File: config.mk
export PLATFORM = sky130hd
export DESIGN_NAME = sbke_ctrl
export DESIGN_NICKNAME = d
export VERILOG_FILES = /design/src/hdl/sbke_pkg.sv /design/src/hdl/sbke_ctrl.sv
export SDC_FILE = /design/constraint.sdc
export NUM_CORES = 1
export LEC_CHECK = 0
export ABC_AREA = 1
export BUFFER_PORTS_ARGS = -buffer_cell sky130_fd_sc_hd__buf_2
export CAP_MARGIN = 10
export CORE_MARGIN = 1.5
export CORE_UTILIZATION = 42
export DETAILED_ROUTE_END_ITERATION = 6
export MAX_ROUTING_LAYER = met4
export PLACE_DENSITY = 0.74
export REMOVE_ABC_BUFFERS = 1
export SLEW_MARGIN = 20
export SYNTH_ARGS = -nofsm -noshare
export SYNTH_HDL_FRONTEND = slang
export SYNTH_SLANG_ARGS = --single-unit
File: constraint.sdc
create_clock -name i_clk -period 1.4 [get_ports i_clk]
set_input_delay 0.07 -clock i_clk [delete_from_list [all_inputs] [get_ports i_clk]]
set_output_delay 0.07 -clock i_clk [all_outputs]
set_load 0.02 [all_outputs]
File: src/hdl/sbke_pkg.sv
package sbke_pkg;

    localparam int unsigned ADDR_W = 5;

    localparam logic [2:0] REG_PROCESS_VARIANCE = 3'd0;
    localparam logic [2:0] REG_BOOST_GAIN       = 3'd1;
    localparam logic [2:0] REG_GATE_SIZE        = 3'd2;
    localparam logic [2:0] REG_BIAS_LIMIT       = 3'd3;
    localparam logic [2:0] REG_VARIANCE_LIMIT   = 3'd4;
    localparam logic [2:0] REG_MONITOR_TC       = 3'd5;
    localparam logic [2:0] REG_LPF_ALPHA        = 3'd6;

    localparam logic [30:0] PV_RESET         = 31'd1;
    localparam logic [30:0] BOOST_RESET      = 31'd65536;
    localparam logic [30:0] GATE_RESET       = 31'd196608;
    localparam logic [30:0] BIAS_LIMIT_RESET = 31'd6553600;
    localparam logic [30:0] VAR_LIMIT_RESET  = 31'd65536;
    localparam logic [30:0] MTC_RESET        = 31'd655360;
    localparam logic [16:0] ALPHA_RESET      = 17'd655;

    localparam logic [30:0] MAX31         = 31'h7FFF_FFFF;
    localparam logic [16:0] ONE_Q         = 17'd65536;
    localparam logic [32:0] LPF_THRESHOLD = 33'd13107;
    localparam logic [30:0] STEP_TOL      = 31'd65;
    localparam logic [6:0]  DIV_STEPS     = 7'd64;

    typedef struct packed {
        logic [30:0] process_variance;
        logic [30:0] boost_gain;
        logic [30:0] gate_size;
        logic [30:0] bias_limit;
        logic [30:0] variance_limit;
        logic [30:0] monitor_time_constant;
        logic [16:0] lpf_alpha;
    } t_cfg;

    typedef logic [4:0] t_op;

    localparam t_op OP_NONE       = 5'd0;
    localparam t_op OP_LOAD       = 5'd1;
    localparam t_op OP_SQ_DT      = 5'd2;
    localparam t_op OP_MUL_HI     = 5'd3;
    localparam t_op OP_MUL_LO     = 5'd4;
    localparam t_op OP_DELTA      = 5'd5;
    localparam t_op OP_MUL_BOOST  = 5'd6;
    localparam t_op OP_VAR_PRED   = 5'd7;
    localparam t_op OP_INNOV      = 5'd8;
    localparam t_op OP_DIV_T      = 5'd9;
    localparam t_op OP_T_STORE    = 5'd10;
    localparam t_op OP_SQ_T       = 5'd11;
    localparam t_op OP_DIV_PROD   = 5'd12;
    localparam t_op OP_RATIO_STORE = 5'd13;
    localparam t_op OP_MUL_GAIN   = 5'd14;
    localparam t_op OP_BIAS_UPD   = 5'd15;
    localparam t_op OP_SQ_VAR     = 5'd16;
    localparam t_op OP_VAR_UPD    = 5'd17;
    localparam t_op OP_FINISH     = 5'd18;
    localparam t_op OP_CAPTURE    = 5'd19;

    typedef struct packed {
        t_op op;
    } t_dp_cmd;

    typedef struct packed {
        logic div_done;
        logic pass;
    } t_dp_status;

endpackage

File: src/hdl/sbke_ctrl.sv
module sbke_ctrl import sbke_pkg::*; (
    input  logic       i_clk,
    input  logic       i_rst_n,
    input  logic       i_in_valid,
    input  logic       i_cmd,
    input  logic       i_out_stall,
    input  t_dp_status i_status,
    output t_dp_cmd    o_cmd,
    output logic       o_in_stall,
    output logic       o_out_valid
);

    localparam logic [4:0] S_IDLE    = 5'd0;
    localparam logic [4:0] S_P_SQ    = 5'd1;
    localparam logic [4:0] S_P_HI    = 5'd2;
    localparam logic [4:0] S_P_LO    = 5'd3;
    localparam logic [4:0] S_P_DELTA = 5'd4;
    localparam logic [4:0] S_P_BOOST = 5'd5;
    localparam logic [4:0] S_P_VAR   = 5'd6;
    localparam logic [4:0] S_F_INNOV = 5'd7;
    localparam logic [4:0] S_F_DIVT  = 5'd8;
    localparam logic [4:0] S_F_WAITT = 5'd9;
    localparam logic [4:0] S_F_TSTO  = 5'd10;
    localparam logic [4:0] S_F_SQT   = 5'd11;
    localparam logic [4:0] S_F_DIVR  = 5'd12;
    localparam logic [4:0] S_F_WAITR = 5'd13;
    localparam logic [4:0] S_F_RSTO  = 5'd14;
    localparam logic [4:0] S_F_GAIN  = 5'd15;
    localparam logic [4:0] S_F_DIVG  = 5'd16;
    localparam logic [4:0] S_F_WAITG = 5'd17;
    localparam logic [4:0] S_F_BIAS  = 5'd18;
    localparam logic [4:0] S_F_SQV   = 5'd19;
    localparam logic [4:0] S_F_DIVV  = 5'd20;
    localparam logic [4:0] S_F_WAITV = 5'd21;
    localparam logic [4:0] S_F_VAR   = 5'd22;
    localparam logic [4:0] S_F_FIN   = 5'd23;
    localparam logic [4:0] S_OUT     = 5'd24;

    logic [4:0] r_state, n_state;
    logic       r_out_valid, n_out_valid;

    always_comb begin
        n_state  = r_state;
        o_cmd.op = OP_NONE;
        n_out_valid = r_out_valid && i_out_stall;
        case (r_state)
            S_IDLE: begin
                if (i_in_valid) begin
                    o_cmd.op = OP_LOAD;
                    n_state  = i_cmd ? S_F_INNOV : S_P_SQ;
                end
            end
            S_P_SQ: begin
                o_cmd.op = OP_SQ_DT;
                n_state  = S_P_HI;
            end
            S_P_HI: begin
                o_cmd.op = OP_MUL_HI;
                n_state  = S_P_LO;
            end
            S_P_LO: begin
                o_cmd.op = OP_MUL_LO;
                n_state  = S_P_DELTA;
            end
            S_P_DELTA: begin
                o_cmd.op = OP_DELTA;
                n_state  = S_P_BOOST;
            end
            S_P_BOOST: begin
                o_cmd.op = OP_MUL_BOOST;
                n_state  = S_P_VAR;
            end
            S_P_VAR: begin
                o_cmd.op = OP_VAR_PRED;
                n_state  = S_OUT;
            end
            S_F_INNOV: begin
                o_cmd.op = OP_INNOV;
                n_state  = S_F_DIVT;
            end
            S_F_DIVT: begin
                o_cmd.op = OP_DIV_T;
                n_state  = S_F_WAITT;
            end
            S_F_WAITT: begin
                if (i_status.div_done) begin
                    n_state = S_F_TSTO;
                end
            end
            S_F_TSTO: begin
                o_cmd.op = OP_T_STORE;
                n_state  = S_F_SQT;
            end
            S_F_SQT: begin
                o_cmd.op = OP_SQ_T;
                n_state  = S_F_DIVR;
            end
            S_F_DIVR: begin
                o_cmd.op = OP_DIV_PROD;
                n_state  = S_F_WAITR;
            end
            S_F_WAITR: begin
                if (i_status.div_done) begin
                    n_state = S_F_RSTO;
                end
            end
            S_F_RSTO: begin
                o_cmd.op = OP_RATIO_STORE;
                n_state  = S_F_GAIN;
            end
            S_F_GAIN: begin
                // A ratio outside the gate skips the measurement update.
                if (i_status.pass) begin
                    o_cmd.op = OP_MUL_GAIN;
                    n_state  = S_F_DIVG;
                end else begin
                    n_state = S_F_FIN;
                end
            end
            S_F_DIVG: begin
                o_cmd.op = OP_DIV_PROD;
                n_state  = S_F_WAITG;
            end
            S_F_WAITG: begin
                if (i_status.div_done) begin
                    n_state = S_F_BIAS;
                end
            end
            S_F_BIAS: begin
                o_cmd.op = OP_BIAS_UPD;
                n_state  = S_F_SQV;
            end
            S_F_SQV: begin
                o_cmd.op = OP_SQ_VAR;
                n_state  = S_F_DIVV;
            end
            S_F_DIVV: begin
                o_cmd.op = OP_DIV_PROD;
                n_state  = S_F_WAITV;
            end
            S_F_WAITV: begin
                if (i_status.div_done) begin
                    n_state = S_F_VAR;
                end
            end
            S_F_VAR: begin
                o_cmd.op = OP_VAR_UPD;
                n_state  = S_F_FIN;
            end
            S_F_FIN: begin
                o_cmd.op = OP_FINISH;
                n_state  = S_OUT;
            end
            S_OUT: begin
                // The result register is loaded once the previous transaction has left.
                if (!r_out_valid || !i_out_stall) begin
                    o_cmd.op    = OP_CAPTURE;
                    n_out_valid = 1'b1;
                    n_state     = S_IDLE;
                end
            end
            default: begin
                n_state = S_IDLE;
            end
        endcase
    end

    always_ff @(posedge i_clk) begin
        if (!i_rst_n) begin
            r_state     <= S_IDLE;
            r_out_valid <= 1'b0;
        end else begin
            r_state     <= n_state;
            r_out_valid <= n_out_valid;
        end
    end

    assign o_in_stall  = (r_state != S_IDLE);
    assign o_out_valid = r_out_valid;

endmodule

== Yosys cells after proc, flatten, opt, wreduce, memory -nomap -nowiden ==
Index checks and enable logic that the tools add are counted.

* Add/subtract/negate cells: 0
* Bitwise operators: 0
* $lt $le $gt $ge: 0
* Multipliers: 0
* Muxes and demuxes: 15
* Reductions and logical operators: 9
* Shift operators: 0
* Divide/modulo/power cells: 0
* Equality and inequality tests: 30

{| class="wikitable"
|+ Operator list
! operator !! number
|-
| $pmux W5 S24 || 1
|-
| $pmux W5 S19 || 1
|-
| $eq A5 B5 Y1 const B || 9
|-
| $eq A5 B4 Y1 const B || 8
|-
| $mux W5 || 7
|-
| $eq A5 B3 Y1 const B || 4
|-
| $ne A2 B2 Y1 const B || 6
|-
| $eq A5 B2 Y1 const B || 2
|-
| $mux W3 || 2
|-
| $reduce_and A6 Y1 || 1
|-
| $eq A5 B1 Y1 const B || 1
|-
| $logic_not A5 Y1 || 1
|-
| $reduce_bool A5 Y1 || 1
|-
| $mux W4 || 1
|-
| $mux W1 || 3
|-
| $reduce_or A3 Y1 || 1
|-
| $logic_not A1 Y1 || 2
|-
| $reduce_or A2 Y1 || 1
|-
| $logic_and A1 B1 Y1 || 1
|-
| $logic_or A1 B1 Y1 || 1
|}

* Memories: 0
* Bits in latches: 0
* Output and inout bits: 7
* Word-level logic and storage cells: 56
* Bits in read-only memories: 0
* Register bits: 6
* Memory bits (writable): 0
* Input port bits: 7

== Longest topological paths before layout ==
* Depth after elaboration: 4
* Depth in mapped cells: 10

== Worst setup path after synthesis ==
Ideal clock, no wire load.

* Path type: reg2reg
* Start: register r_state[2]
* End: register r_state[4]
* Clock period less this slack: 1.344 ns
* Cell stages (with the launch flop): 10
* Setup time: 0.117 ns
* Data arrival time: 1.227 ns
* Required time: 1.283 ns
* Setup slack: 0.056 ns
* Path through: dfxtp_1 buf_6 nor2_2 nand3_2 nor2_2 nor2_2 nand2_4 nand2_1 nand2_1 nor2_1

* Cells in the longest elaborated chain, start to end: 3

{| class="wikitable"
|+ Ends and longest elaborated chain
! what !! RTL line !! text
|-
| start, declared || sbke_ctrl.sv:39 || <nowiki>logic [4:0] r_state, n_state;</nowiki>
|-
| start signal, assigned || sbke_ctrl.sv:173 || <nowiki>r_state <= n_state;</nowiki>
|-
| $eq A5 B5 Y1, or another cell as far along || sbke_ctrl.sv:46 || <nowiki>case (r_state)</nowiki>
|-
| $reduce_or A2 Y1 (no source line) or $ne A2 B2 Y1 (tied branches) || n/a ||
|-
| $pmux W5 S24 or $reduce_and A6 Y1 (tied branches) || n/a ||
|}

Several ways; a longest one is shown, not always the timed one.
A chain may end at the register's enable or synchronous reset.

==> flow_results.xml <==
<?xml version="1.0" encoding="UTF-8"?>
<metrics>
  <group name="clock_network">
    <metric name="clk_root_buffer_cell" unit="">clkbuf_4</metric>
    <metric name="cts_htree_levels" unit="">1</metric>
    <metric name="clock_sink_count" unit="">6</metric>
    <metric name="tritoncts_clock_tree" unit="">built</metric>
    <metric name="post_cts_hold_buffer_count" unit="">0</metric>
    <metric name="cts_buffer_depth" unit="">2</metric>
    <metric name="cts.reportedPaths.clkPinSlew" unit="ns">0.05</metric>
    <metric name="tritoncts.num_buffers" unit="">3</metric>
    <metric name="clock_latency" unit="ns">0.25</metric>
  </group>
  <group name="critical_path">
    <metric name="critPathArrivalTime" unit="ns">1.51</metric>
    <metric name="crit_required" unit="ns">1.33</metric>
    <metric name="critical-path-max-stage-delay" unit="ns">0.38</metric>
    <metric name="setup.worst_path.end_class" unit="">output pin</metric>
    <metric name="critPathSlowestCell" unit="">dfxtp_4</metric>
    <metric name="critical_path_class" unit="">reg2out</metric>
    <metric name="timing.critical_path.fanout_max" unit="">6</metric>
    <metric name="crit_path_start_kind" unit="">flip-flop</metric>
    <metric name="setup_slack_on_the_worst_flop_to_flop_path" unit="ns">-0.06</metric>
    <metric name="critical_path.cell_chain" unit="">nand2_2 &gt; inv_2 &gt; o211ai_1 &gt; buf_4 &gt; nand3_2 &gt; buf_6</metric>
  </group>
  <group name="placed_design">
    <metric name="postPlaceCellArea" unit="um2">868</metric>
    <metric name="gp_routability_congestion" unit="">0.978</metric>
    <metric name="place.detailed.hpwl" unit="mm">1.75</metric>
    <metric name="place.port_buffers" unit="">13</metric>
  </group>
  <group name="timing">
    <metric name="timing_worst_slew_pin_value" unit="ns">0.299</metric>
    <metric name="rsz0062_at_grt" unit="">yes</metric>
    <metric name="finalClockSkew" unit="ns">0.00825</metric>
    <metric name="clock_period_minus_final_worst_setup_slack" unit="ns">1.58</metric>
    <metric name="drv_slew" unit="">0</metric>
    <metric name="hold_viol" unit="">0</metric>
    <metric name="timing.final.crit_share" unit="%">113</metric>
    <metric name="slew_headroom" unit="%">80.0</metric>
    <metric name="setup_violations" unit="">9</metric>
    <metric name="max_freq" unit="GHz">0.633</metric>
    <metric name="setup_slack" unit="ns">-0.179</metric>
  </group>
  <group name="worst_hold_path">
    <metric name="min-delay-path-class" unit="">in2reg</metric>
  </group>
  <group name="detailed_routing">
    <metric name="viasPerCell" unit="">5.92</metric>
    <metric name="route.met2.wl" unit="mm">1.48</metric>
    <metric name="m1WireLength" unit="mm">1.25</metric>
    <metric name="drt-pass1-iter-count" unit="">6</metric>
    <metric name="highest_layer" unit="">met4</metric>
    <metric name="drtAntennaViolNets" unit="">0</metric>
    <metric name="routedWlPerCell" unit="um">16.7</metric>
    <metric name="dr_total_vias" unit="">1119</metric>
    <metric name="routed_wl" unit="mm">3.16</metric>
    <metric name="post-route-drc-count" unit="">1</metric>
    <metric name="detail_route.iter0.violations" unit="">67</metric>
    <metric name="dr_wl_met3" unit="um">272</metric>
  </group>
  <group name="global_route">
    <metric name="grt_max_degree" unit="">13</metric>
    <metric name="number_of_antenna_violations_at_the_first_check_in_global_routing" unit="">0</metric>
    <metric name="global_route.overflow_total" unit="">0</metric>
    <metric name="wire_length_of_the_first_global_routing_pass" unit="mm">3.86</metric>
    <metric name="first_global_vias" unit="">917</metric>
    <metric name="groute.usage.overall" unit="%">27.4</metric>
  </group>
  <group name="floorplan">
    <metric name="die_h" unit="um">44.4</metric>
    <metric name="floorplan.die.width" unit="um">44.4</metric>
    <metric name="core_area" unit="um2">1560</metric>
    <metric name="start_util" unit="%">46.1</metric>
    <metric name="boundaryPins" unit="">14</metric>
    <metric name="floorplan.rows" unit="">14</metric>
    <metric name="die-area" unit="um2">1970</metric>
  </group>
  <group name="final_layout">
    <metric name="post_route_cells_drive_above_1_share" unit="%">53.8</metric>
    <metric name="net_total_in_the_final_layout" unit="">182</metric>
    <metric name="final_cell_area" unit="um2">1220</metric>
    <metric name="area_growth_syn_to_layout" unit="%">69.7</metric>
    <metric name="final_core_utilization" unit="%">78.3</metric>
    <metric name="antenna_cells_inserted" unit="">0</metric>
  </group>
  <group name="power_and_ir_drop">
    <metric name="vdd_ir_drop_max" unit="mV">1.46</metric>
    <metric name="static-leakage-power" unit="nW">0.636</metric>
    <metric name="cellPowerDensity" unit="nW/um2">2080</metric>
  </group>
  <group name="synthesis">
    <metric name="edff_count_synth" unit="">0</metric>
    <metric name="synth.ff_latch_count" unit="">6</metric>
    <metric name="synth_area_per_cell" unit="um2">5.29</metric>
    <metric name="synth-seq-area-share" unit="%">16.7</metric>
    <metric name="synthTopCellsByCount" unit="">49 x nand2_1, 20 x nor2_1, 15 x nand3_1</metric>
    <metric name="yosys_most_used_dff" unit="">dfxtp_1</metric>
    <metric name="yosys.area.top_type_share" unit="%">25.6</metric>
    <metric name="yosys_warnings" unit="">0</metric>
    <metric name="synth.cell_area" unit="um2">719</metric>
    <metric name="share_of_flip_flops_with_an_asynchronous_set_or_reset" unit="%">0</metric>
    <metric name="syn_inst" unit="">136</metric>
    <metric name="synth_largest_area_cell" unit="">nand2_1</metric>
    <metric name="yosysMostFrequentCell" unit="">nand2_1</metric>
    <metric name="dominant_cells_by_area_after_synthesis" unit="">nand2_1 26%, dfxtp_1 17%, nand3_1 10%</metric>
    <metric name="yosys.cell_types.count" unit="">20</metric>
  </group>
  <group name="run">
    <metric name="maxCapViolCount" unit="">0</metric>
  </group>
  <group name="run_status">
    <metric name="outcome" unit="">complete, but fails checks</metric>
    <metric name="violations_in_the_final_reports" unit="">DRC, setup timing</metric>
  </group>
</metrics>
## cell usage in the layout (no fill, tap or decap), types with 4 or more instances in the layout
cell type  count
nand2_1       34
buf_4         18
nand2_2       14
nand3_1       10
nor2_1        10
nor2_4         9
inv_1          9
buf_6          9
nor2_2         8
buf_2          8
nand3_2        5
inv_2          4
nand4_1        4
dfxtp_4        4
## per-stage QoR
step	cells	hold WS, ns	setup WS, ns	setup TNS [ns]	total power [mW]
2_1_floorplan	134	0.196	0.0183	0	1.19
3_3_place_gp	172	0.312	-0.0763	-0.181	1.68
3_5_place_dp	172	0.320	-0.0628	-0.134	1.69
4_1_cts	181	0.0588	-0.125	-0.372	2.09
5_1_grt	189	0.0894	-0.226	-1.29	2.66
6_report	189	0.0608	-0.179	-0.775	2.54
## power by group
group	internal [mW]	switching (mW)	total (mW)
Sequential	0.241	0.0941	0.335
Combinational	0.828	1.21	2.04
Clock	0.0973	0.0678	0.165
## logic make-up after synthesis
family | synth area share [%]
AOI/OAI and AO/OA | 9.56
buffers and inverters | 9.56
DFF | 16.7
and+or+nand+nor | 64.2
## repair_timing
item	4_1_cts	5_1_grt
buffers inserted	6	8
pin swaps	5	16
gates resized for setup	27	46
setup endpoints to repair	8	9
## layer usage
metal / vias to the layer above / track usage, %
li1: 514 / -
met1: 489 / 31.7
met2: 85 / 46.2
met3: 31 / 3.27
met4: 0 / 13.9
met5: - / -
## cell type report
| cell class | count | area (um2) |
|---|---|---|
| Clock buffer | 3 | 22.5 |
| Fill cell | 111 | 338 |
| Inverter | 14 | 55.1 |
| Multi-Input combinational cell | 114 | 691 |
| Sequential cell | 6 | 136 |
| Tap cell | 16 | 20.0 |
| Timing Repair Buffer | 36 | 297 |
## state kept, by name, summed over array words and instances (netlist names)
register,flops
r_state,5
o_out_valid,1
## worst paths after layout
check                                                to                    start  cells past startpoint
worst min-delay path            r_state[4]$_SDFFE_PN0P_                  i_rst_n                      3
worst max register to register  r_state[4]$_SDFFE_PN0P_  r_state[2]$_SDFFE_PN0P_                     10
worst min register to register  r_state[3]$_SDFFE_PN0P_  r_state[3]$_SDFFE_PN0P_                      2
worst max-delay path                           o_cmd[0]  r_state[1]$_SDFFE_PN0P_                      6
## worst max-delay path: cells and delay by family (launching register included)
family          cells  cell delay (ns)
simple gates        2             0.19
compound gates      1             0.29
buf+inv             3             0.39
flops               1             0.38
Note: power is estimated with default switching activity, not from simulation.
